<file path="src/rtl/core/ssdp_pkg.sv">
package ssdp_pkg;

	localparam int unsigned ByteW   = 8;
	localparam int unsigned RowCfgW = 10;
	localparam int unsigned DivW    = 8;
	localparam int unsigned MagW    = 16;
	localparam int unsigned ValW    = 17;
	localparam int unsigned RowW    = 18;
	localparam int unsigned CfgIdxW = 2;
	localparam int unsigned CfgW    = 10;
	localparam int unsigned StepW   = $clog2(MagW);

	localparam logic [RowCfgW-1:0] CenterRowRst = RowCfgW'(250);
	localparam logic [RowCfgW-1:0] BottomRowRst = RowCfgW'(499);
	localparam logic [RowCfgW-1:0] WrapColRst   = RowCfgW'(580);
	localparam logic [DivW-1:0]    ScaleDivRst  = DivW'(20);

	localparam logic [ByteW-1:0] HdrPos = 8'hFF;
	localparam logic [ByteW-1:0] HdrNeg = 8'hFE;

	localparam logic [CfgIdxW-1:0] CfgCenterRow = 2'd0;
	localparam logic [CfgIdxW-1:0] CfgBottomRow = 2'd1;
	localparam logic [CfgIdxW-1:0] CfgWrapCol   = 2'd2;
	localparam logic [CfgIdxW-1:0] CfgScaleDiv  = 2'd3;

	typedef enum logic [2:0] {
		FS_HUNT   = 3'd0,
		FS_FF1    = 3'd1,
		FS_HI_POS = 3'd2,
		FS_LO_POS = 3'd3,
		FS_FE1    = 3'd4,
		FS_HI_NEG = 3'd5,
		FS_LO_NEG = 3'd6
	} frame_state_t;

	typedef struct packed {
		logic capture_hi;
		logic frame_done;
		logic frame_neg;
	} frame_ctl_t;

endpackage

</file>
<file path="src/rtl/core/signed_sample_deframer_plotter.sv">
// After the transfer of a frame's last byte, the bit-serial divider is loaded
// with the magnitude; once it finishes, the result is posted and out_valid rises.
// Flow: header and high bytes are accepted without a stall; the last byte of a
// frame holds the input stalled until its result is posted, longer while a result waits.
// Reset: arst_n clears the deframer, sweep column, last row and
// configuration registers to their defaults at once; no clearing pass.
module signed_sample_deframer_plotter
	import ssdp_pkg::*;
(
	input  logic                   clk,
	input  logic                   arst_n,
	input  logic                   cfg_we,
	input  logic [CfgIdxW-1:0]     cfg_index,
	input  logic [CfgW-1:0]        cfg_data,
	input  logic                   in_valid,
	output logic                   in_stall,
	input  logic [ByteW-1:0]       rx_byte,
	output logic                   out_valid,
	input  logic                   out_stall,
	output logic signed [ValW-1:0] sample_value,
	output logic [RowCfgW-1:0]     column,
	output logic signed [RowW-1:0] row_start,
	output logic signed [RowW-1:0] row_end,
	output logic                   draw_segment,
	output logic                   clear_screen
);

	logic [RowCfgW-1:0] center_q, bottom_q, wrap_q;
	logic [DivW-1:0]    scale_q;

	frame_state_t state_q, state_d;
	frame_ctl_t   fctl;

	logic [ByteW-1:0]       high_q;
	logic [RowCfgW-1:0]     sweep_q;
	logic signed [RowW-1:0] last_row_q;
	logic                   busy_q;
	logic                   neg_q;
	logic [MagW-1:0]        mag_q;
	logic                   out_valid_q;

	logic            in_xfer;
	logic            div_start;
	logic            div_busy;
	logic [MagW-1:0] quo;
	logic            post;

	logic signed [RowW-1:0] center_ext, quo_ext, row_raw, row_fin, start_row;
	logic                   draw;
	logic                   clamp;
	logic [RowCfgW:0]       next_col;
	logic                   wrap;

	// configuration
	always_ff @(posedge clk or negedge arst_n) begin
		if (!arst_n) begin
			center_q <= CenterRowRst;
			bottom_q <= BottomRowRst;
			wrap_q   <= WrapColRst;
			scale_q  <= ScaleDivRst;
		end else if (cfg_we) begin
			unique case (cfg_index)
				CfgCenterRow: center_q <= cfg_data[RowCfgW-1:0];
				CfgBottomRow: bottom_q <= cfg_data[RowCfgW-1:0];
				CfgWrapCol:   wrap_q   <= cfg_data[RowCfgW-1:0];
				CfgScaleDiv:  scale_q  <= cfg_data[DivW-1:0];
				default: ;
			endcase
		end
	end

	assign in_stall = busy_q;
	assign in_xfer  = in_valid && !busy_q;

	// deframer next state
	always_comb begin
		state_d = state_q;
		if (in_xfer) begin
			unique case (state_q)
				FS_FF1:    state_d = (rx_byte == HdrPos) ? FS_HI_POS : FS_HUNT;
				FS_HI_POS: state_d = FS_LO_POS;
				FS_LO_POS: state_d = FS_HUNT;
				FS_FE1:    state_d = (rx_byte == HdrNeg) ? FS_HI_NEG : FS_HUNT;
				FS_HI_NEG: state_d = FS_LO_NEG;
				FS_LO_NEG: state_d = FS_HUNT;
				default: begin
					priority if (rx_byte == HdrPos) state_d = FS_FF1;
					else if (rx_byte == HdrNeg) state_d = FS_FE1;
					else state_d = FS_HUNT;
				end
			endcase
		end
	end

	// deframer outputs
	always_comb begin
		fctl = '0;
		unique case (state_q)
			FS_HI_POS, FS_HI_NEG: fctl.capture_hi = 1'b1;
			FS_LO_POS:            fctl.frame_done = 1'b1;
			FS_LO_NEG: begin
				fctl.frame_done = 1'b1;
				fctl.frame_neg  = 1'b1;
			end
			default: ;
		endcase
	end

	assign div_start = in_xfer && fctl.frame_done;

	ssdp_div u_div (
		.clk      (clk),
		.arst_n   (arst_n),
		.start    (div_start),
		.dividend ({high_q, rx_byte}),
		.divisor  (scale_q),
		.busy     (div_busy),
		.quotient (quo)
	);

	// post once the quotient is ready and the output register is free
	assign post = busy_q && !div_busy && (!out_valid_q || !out_stall);

	assign center_ext = $signed({{(RowW-RowCfgW){1'b0}}, center_q});
	assign quo_ext    = $signed({{(RowW-MagW){1'b0}}, quo});
	assign row_raw    = neg_q ? (center_ext + quo_ext) : (center_ext - quo_ext);
	assign draw       = (sweep_q != '0);
	assign clamp      = neg_q ? (row_raw > $signed({{(RowW-RowCfgW){1'b0}}, bottom_q}))
	                          : (row_raw < $signed(RowW'(1)));
	assign row_fin    = (draw && clamp) ? last_row_q : row_raw;
	assign start_row  = draw ? last_row_q : row_raw;
	assign next_col   = {1'b0, sweep_q} + (RowCfgW+1)'(1);
	assign wrap       = next_col > {1'b0, wrap_q};

	always_ff @(posedge clk or negedge arst_n) begin
		if (!arst_n) begin
			state_q     <= FS_HUNT;
			high_q      <= '0;
			sweep_q     <= '0;
			last_row_q  <= '0;
			busy_q      <= 1'b0;
			out_valid_q <= 1'b0;
		end else begin
			state_q <= state_d;
			if (in_xfer && fctl.capture_hi) begin
				high_q <= rx_byte;
			end
			if (div_start) begin
				busy_q <= 1'b1;
			end else if (post) begin
				busy_q <= 1'b0;
			end
			if (post) begin
				out_valid_q <= 1'b1;
				last_row_q  <= row_fin;
				sweep_q     <= wrap ? '0 : next_col[RowCfgW-1:0];
			end else if (!out_stall) begin
				out_valid_q <= 1'b0;
			end
		end
	end

	always_ff @(posedge clk) begin
		if (div_start) begin
			mag_q <= {high_q, rx_byte};
			neg_q <= fctl.frame_neg;
		end
		if (post) begin
			sample_value <= neg_q ? -$signed({1'b0, mag_q}) : $signed({1'b0, mag_q});
			column       <= sweep_q;
			row_start    <= start_row;
			row_end      <= row_fin;
			draw_segment <= draw;
			clear_screen <= wrap;
		end
	end

	assign out_valid = out_valid_q;

endmodule

</file>
<file path="src/rtl/core/ssdp_div.sv">
module ssdp_div
	import ssdp_pkg::*;
(
	input  logic            clk,
	input  logic            arst_n,
	input  logic            start,
	input  logic [MagW-1:0] dividend,
	input  logic [DivW-1:0] divisor,
	output logic            busy,
	output logic [MagW-1:0] quotient
);

	logic             busy_q;
	logic [StepW-1:0] cnt_q;
	logic [MagW-1:0]  quo_q;
	logic [DivW-1:0]  rem_q;
	logic [DivW-1:0]  div_q;
	logic [DivW:0]    trial;
	logic [DivW:0]    diff;
	logic             ge;

	// one quotient bit per cycle, restoring
	assign trial = {rem_q, quo_q[MagW-1]};
	assign diff  = trial - {1'b0, div_q};
	assign ge    = trial >= {1'b0, div_q};

	always_ff @(posedge clk or negedge arst_n) begin
		if (!arst_n) begin
			busy_q <= 1'b0;
			cnt_q  <= '0;
		end else if (start) begin
			busy_q <= 1'b1;
			cnt_q  <= StepW'(MagW - 1);
		end else if (busy_q) begin
			if (cnt_q == '0) begin
				busy_q <= 1'b0;
			end else begin
				cnt_q <= cnt_q - StepW'(1);
			end
		end
	end

	always_ff @(posedge clk) begin
		if (start) begin
			quo_q <= dividend;
			rem_q <= '0;
			// a zero divisor acts as one
			div_q <= (divisor == '0) ? DivW'(1) : divisor;
		end else if (busy_q) begin
			quo_q <= {quo_q[MagW-2:0], ge};
			rem_q <= ge ? diff[DivW-1:0] : trial[DivW-1:0];
		end
	end

	assign busy     = busy_q;
	assign quotient = quo_q;

endmodule
</file>
<file path="config.mk">
export PLATFORM = sky130hd
export DESIGN_NAME = signed_sample_deframer_plotter
export DESIGN_NICKNAME = d
export VERILOG_FILES = /design/src/rtl/core/ssdp_pkg.sv /design/src/rtl/core/signed_sample_deframer_plotter.sv /design/src/rtl/core/ssdp_div.sv
export SDC_FILE = /design/constraint.sdc
export NUM_CORES = 1
export LEC_CHECK = 0
export BUFFER_PORTS_ARGS = -buffer_cell sky130_fd_sc_hd__clkbuf_2
export CAP_MARGIN = 10
export CORE_AREA = 2 2 190 192
export CTS_BUF_LIST = sky130_fd_sc_hd__clkbuf_8
export DETAILED_ROUTE_END_ITERATION = 16
export DIE_AREA = 0 0 192 194
export PLACE_DENSITY_LB_ADDON = 0.1
export SLEW_MARGIN = 20
export SYNTH_ARGS = -nofsm -noshare
export SYNTH_HDL_FRONTEND = slang
export SYNTH_HIERARCHICAL = 1
export SYNTH_SLANG_ARGS = --single-unit
</file>
<file path="constraint.sdc">
create_clock -name clk -period 4.8 [get_ports clk]
set_clock_uncertainty 0.05 [all_clocks]
set_input_delay 0.96 -clock clk [delete_from_list [all_inputs] [get_ports clk]]
set_output_delay 0.96 -clock clk [all_outputs]
set_load 0.01 [all_outputs]
</file>
=== Word level (Yosys, flattened, before mapping) ===
Index checks and enable logic that the tools add are counted.

* Output and inout port bits: 67
* Input bits: 25
* Logic and storage cells: 98
* Register bits: 198

* $lt $le $gt $ge: 4
* Add/subtract/negate cells: 6
* Equal/unequal tests: 13
* Reduce and logical (&&, ||, !) cells: 24
* Mux-type cells: 27

{| class="wikitable"
|+ Operators by type and width
! kind !! number
|-
| 2-to-1 mux 18 bit || 3
|-
| 2-to-1 mux 16 bit || 3
|-
| greater-than comparator 18 x 11 -> 1 bit || 1
|-
| < comparator 18 x 2 -> 1 bit, second input constant || 1
|-
| adder 10 x 16 -> 17 bit || 1
|-
| negator 16 -> 17 bit || 1
|-
| subtractor 10 x 16 -> 17 bit || 1
|-
| == test 8 bit, second input constant || 2
|-
| one-hot mux 3 bit (5 select lines) || 1
|-
| 2-to-1 mux 4 bit || 3
|-
| adder 10 x 1 -> 11 bit, second input constant || 1
|-
| greater-than comparator 11 x 10 -> 1 bit || 1
|-
| 2-to-1 mux 1 bit || 11
|-
| 2-to-1 mux 10 bit || 1
|-
| AND reduction 2 bit || 5
|-
| nonzero test 10 bit || 1
|-
| == test 3 bit, second input constant || 3
|-
| greater-or-equal comparator 9 x 8 -> 1 bit || 1
|-
| 2-to-1 mux 3 bit || 3
|-
| logical NOT 8 bit || 1
|-
| 2-to-1 mux 8 bit || 1
|-
| subtractor 8 bit || 1
|-
| == test 3 x 2 -> 1 bit, second input constant || 2
|-
| logical AND 1 bit || 6
|-
| other kinds (13) || 19
|}

=== Longest topological paths before layout ===
* Depth after elaboration: 6
* Mapped depth: 19
* Depth with buffers taken out: 18

=== Hierarchy ===
The synthesis kept the hierarchy.

{| class="wikitable"
|+ Modules (own cells, without submodules)
! module !! seq. area each (um^2) !! instances !! cells an instance !! area each (um^2)
|-
| signed_sample_deframer_plotter || 4461.8 || 1 || 726 || 8530.7
|-
| ssdp_div || 1006.0 || 1 || 168 || 1953.1
|}

=== Least setup slack after synthesis ===
Ideal clock, no wire load.

* Path kind: register to register
* Start: reg center_q[5]
* End: reg row_end[10] (data pin)
* Required time: 4490 ps
* Period minus slack after synthesis: 4620 ps
* Cell stages (with the launch flop): 18
* Library setup time: 260 ps
* Path slack: 180 ps
* Arrival: 4310 ps
* Path buffers: 2
* Cell sequence: dfstp_2 -> ha_1 -> buf_2 -> or3_4 -> a211oi_1 -> o21ai_0 -> nand3_1 -> xnor2_1 -> ha_1 -> a2111o_1 -> nor3_1 -> o31ai_1 -> nor3_1 -> a41oi_1 -> a211oi_2 -> nor2_4 -> buf_6 -> mux2_2

* Word-level cells in the longest chain between the ends: 6
* Elaborated cells on any way between the ends: 8
* Those cells by class: 2 x add/sub; 2 x order compare; 3 x mux; 1 x reduce/logical

{| class="wikitable"
|+ Ends and longest elaborated chain
! what !! line !! text
|-
| from (decl) || signed_sample_deframer_plotter.sv:28 || <nowiki>logic [RowCfgW-1:0] center_q, bottom_q, wrap_q;</nowiki>
|-
| from (signal assigned) || signed_sample_deframer_plotter.sv:57 || <nowiki>center_q <= CenterRowRst;</nowiki>
|-
| from (signal assigned) || signed_sample_deframer_plotter.sv:63 || <nowiki>CfgCenterRow: center_q <= cfg_data[RowCfgW-1:0];</nowiki>
|-
| subtractor 10 x 16 -> 17 bit / adder 10 x 16 -> 17 bit (equally long branches) || signed_sample_deframer_plotter.sv:126 || <nowiki>assign row_raw = neg_q ? (center_ext + quo_ext) : (center_ext - quo_ext);</nowiki>
|-
| 2-to-1 mux 18 bit * || signed_sample_deframer_plotter.sv:126 ||
|-
| < comparator 18 x 2 -> 1 bit / greater-than comparator 18 x 11 -> 1 bit (equally long branches) || signed_sample_deframer_plotter.sv:129, signed_sample_deframer_plotter.sv:128 ||
|-
| 2-to-1 mux 1 bit || signed_sample_deframer_plotter.sv:128 || <nowiki>assign clamp = neg_q ? (row_raw > $signed({{(RowW-RowCfgW){1'b0}}, bottom_q}))</nowiki>
|-
| logical AND 1 bit || signed_sample_deframer_plotter.sv:130 || <nowiki>assign row_fin = (draw && clamp) ? last_row_q : row_raw;</nowiki>
|-
| 2-to-1 mux 18 bit * || signed_sample_deframer_plotter.sv:130 ||
|-
| named net row_fin[10] || signed_sample_deframer_plotter.sv:48 || <nowiki>logic signed [RowW-1:0] center_ext, quo_ext, row_raw, row_fin, start_row;</nowiki>
|-
| to (signal assigned) || signed_sample_deframer_plotter.sv:172 || <nowiki>row_end <= row_fin;</nowiki>
|-
| to (decl) || signed_sample_deframer_plotter.sv:23 || <nowiki>output logic signed [RowW-1:0] row_end,</nowiki>
|}

The timed path passes the listed nets; every way through them passes the cells marked *.
A chain may end at the register's enable or synchronous reset.

=== Worst setup path in the final report ===
* Start: reg center_q[5]
* End: reg row_end[1] (data pin)

* Word-level cells in the longest chain between the ends: 6
* Elaborated cells on any way between the ends: 8
* Those cells by class: 2 x add/sub; 2 x order compare; 3 x mux; 1 x reduce/logical

{| class="wikitable"
|+ Ends and longest elaborated chain
! what !! line
|-
| subtractor 10 x 16 -> 17 bit / adder 10 x 16 -> 17 bit (equally long branches) || signed_sample_deframer_plotter.sv:126
|-
| 2-to-1 mux 18 bit * || signed_sample_deframer_plotter.sv:126
|-
| < comparator 18 x 2 -> 1 bit / greater-than comparator 18 x 11 -> 1 bit (equally long branches) || signed_sample_deframer_plotter.sv:129, signed_sample_deframer_plotter.sv:128
|-
| 2-to-1 mux 1 bit * || signed_sample_deframer_plotter.sv:128
|-
| logical AND 1 bit * || signed_sample_deframer_plotter.sv:130
|-
| 2-to-1 mux 18 bit * || signed_sample_deframer_plotter.sv:130
|-
| named net row_fin[1] || signed_sample_deframer_plotter.sv:48
|}

Marked as above.

==> flow_summary.toml <==
[status]
outcome = "finished, final reports clean"

[grt]
grt_max_degree = 64
gr-total-overflow = 0
grt_first_pass_wirelength_um = 41500
grt.total_usage_pct = 14.6
first_global_vias = 7079
antenna_found_initial = 0

[placed_design]
finalWeightedCongestion = 0.816
place_area_sq_mm = 0.0116
pre_cts_slack_ps = 9.76
portBuffers = 91
dp_cells = 1438
dpl.hpwl_um = 18900

[sta]
finalWorstSetupSlack_ps = 234
period_share_pct = 95.1
finalHoldViolations = 0
tightest_slew_ps = 912
setup_violations = 0
max_freq_ghz = 0.219
relSlewSlack_pct = 39.2
period_needed_ps = 4570
fin_setup_tns_ps = 0
hold_slack_ps = 424
slew_violations = 0

[clock_tree]
cts_tree = "built"
ctsLongestPathBuffers = 2
worst_skew_pair.late_latency_ps = 500
clockRootBuffer = "clkbuf_8"
htreeDepth = 4
cts_sinks = 198
cts_buffers = 17
clk_pin_slew_worst_paths_ps = 100

[synth]
syn-cell-area_sq_mm = 0.0105
yosysWarnings = 6
syn_nets = 974
synth_common_cells = "106 x edfxtp_1, 89 x mux2_2, 66 x dfrtp_1, 63 x inv_1, 63 x nand2_1"
synth_cell_type_count = 84
yosysMostFrequentCell = "edfxtp_1"
synth_edf_count = 106
yosys.area.top_type = "edfxtp_1"
synth_ff_type = "edfxtp_1"
synthCells = 894
ys_ff_latch = 198
ys_seq_area_share_pct = 52.2
synthArstFlopShare_pct = 42.4
synth_top_area_share_pct = 30.4
avgSynthCellArea_sq_um = 11.7
synth_area_leaders = "edfxtp_1 30%, dfrtp_1 16%, mux2_2 9.6%, ha_1 6.2%, dfstp_2 4.5%"

[cells_and_area]
syn2layout_area_growth_pct = 16.5
drive_gt1_share_pct = 31.5
diodes = 0
layout.cells.non_filler = 1482
utilization_pct = 34.7
nNetsFinal = 1088
fin_area_sq_mm = 0.0122

[power]
peakVddDrop_uv = 230
power_density_mw_per_mm2 = 305
power.total_mw = 3.73
p_leak_nw = 5.14

[critical_path]
start_kind = "register"
cp.arrival_ps = 4750
cp_cell_sequence = "ha_1 > buf_4 > nand2b_1 > a21boi_0 > or4_4 > a22oi_2 > xor2_1 > ha_1 > a2111o_1 > nor3_2 > o31ai_1 > nor3_1 > a41oi_2 > a211oi_2 > buf_4 > nor2_4 > buf_12 > mux2_2"
rrSetupSlack_ps = 230
crit_buf_inv = 3
worst-setup-path-type = "reg -> reg"
max_stage_delay_ps = 580
critPathTopFamily = "compound AO/OA/AOI/OAI gates"
cp.required_ps = 4990
slowest_stage = "dfstp_2"
critPathCaptureType = "register"
cp_max_fo = 9

[drt]
vias = 7100
routed_wl_um = 26200
drcViolationCount = 0
first_pass_iters = 4
via_per_inst = 4.79
wire_per_inst_um = 17.7
drtIter0Drc = 394
antenna_left = 0

[floorplan]
io_pins = 92
die_h_um = 194
start_util_pct = 29.8
dieArea_sq_mm = 0.0372
die_w_um = 192
fp-row-count = 69
fp.coreArea_sq_mm = 0.0352

[min_path]
min_path_type = "reg -> reg"

[job]
cap_violations = 0
## worst reg2reg max path, stage by stage, from the launching register on
cell and delay, ps:
dfstp_2 580, ha_1 250, buf_4 180, nand2b_1 140, a21boi_0 490, or4_4 230
a22oi_2 70, xor2_1 170, ha_1 210, a2111o_1 400, nor3_2 180, o31ai_1 110
nor3_1 220, a41oi_2 150, a211oi_2 250, buf_4 170, nor2_4 30, buf_12 150
mux2_2 270
## layer usage
layer / global-route usage [%] / vias up / share of wire, %
met5: 0 / - / 0
met4: 3.70 / 0 / 1.1
met3: 2.81 / 18 / 3.1
met2: 22.4 / 132 / 46
met1: 20.9 / 3461 / 50
li1: - / 3489 / -
## final cells by class
type                    count  area [sq um]
multi-input cells         592          4720
clock buffers              17           234
clock inverters            15           166
repair buffers            135           801
flip-flops and latches    198          5470
fillers                  3552         23000
inverters                  64           244
well taps                 461           577
## path summary, 6_finish.rpt
check	depth (start not counted)	from	end
max in group asynchronous	2	arst_n	bottom_q[0]$_DFFE_PN1P_
min reg2reg	0	high_q[1]$_DFFE_PN0P_	mag_q[9]$_DFFE_PP_
max	18	center_q[5]$_DFFE_PN1P_	row_end[1]$_DFFE_PP_
min	0	high_q[1]$_DFFE_PN0P_	mag_q[9]$_DFFE_PP_
max reg2reg	18	center_q[5]$_DFFE_PN1P_	row_end[1]$_DFFE_PP_
min in group asynchronous	1	arst_n	scale_q[6]$_DFFE_PN0P_
## power breakdown
group	switching (mW)	total (mW)	leakage (nW)	internal [mW]
clock	0.610	1.12	0.215	0.512
sequential	0.0471	1.91	2.15	1.86
combinational	0.384	0.695	2.78	0.311
total	1.04	3.73	5.14	2.69
## cells by family (layout without fill, tap and decap cells)
kind of cell | Yosys count | in the layout | synth area share, %
compound gates | 184 | 185 | 12.5
xor+xnor | 43 | 43 | 3.59
fa+ha+maj | 55 | 55 | 6.78
buf+inv | 106 | 231 | 4.17
flops | 198 | 198 | 52.2
mux | 99 | 99 | 10.6
simple gates | 209 | 210 | 10.2
## timing repair
item,CTS,global route
cloned,0,2
buffers inserted,2,8
pin swaps,1,11
hold buffers,0,0
resized for setup,1,27
endpoints found under the setup margin,11,35
## layout by cell type (no fill, tap or decap), types with 5 or more instances in the layout
master | Yosys | final
nand2_1 | 63 | 63
o21a_1 | 8 | 8
o21ai_0 | 52 | 48
a21oi_1 | 24 | 23
xor2_1 | 13 | 13
dfxtp_1 | 8 | 8
xnor2_1 | 30 | 29
a211oi_1 | 10 | 8
a22o_2 | 8 | 8
nand3_1 | 15 | 15
nor3_1 | 15 | 14
dfrtp_1 | 66 | 66
mux2_2 | 89 | 89
o31ai_1 | 9 | 9
a31oi_1 | 5 | 5
mux2i_1 | 9 | 9
nand2b_1 | 15 | 14
clkbuf_2 | 1 | 90
dfstp_2 | 18 | 18
o211ai_1 | 7 | 7
a21o_1 | 8 | 8
buf_4 | 1 | 44
clkbuf_8 | 0 | 17
edfxtp_1 | 106 | 106
nor4_1 | 7 | 7
inv_1 | 63 | 64
nor2b_1 | 13 | 12
nor2_1 | 37 | 37
ha_1 | 52 | 47
## registers in the layout, indices dropped and copies added (netlist names), 3 cells and up
register and cells:
center_q 10, state_q 3, bottom_q 10, u_div/div_q 8, mag_q 16, u_div/cnt_q 4
u_div/quotient 16, row_start 18, u_div/rem_q 8, high_q 8, column 10, sample_value 17
scale_q 8, wrap_q 10, last_row_q 18, sweep_q 10, row_end 18
No activity file was read; power rests on OpenSTA's default activity.
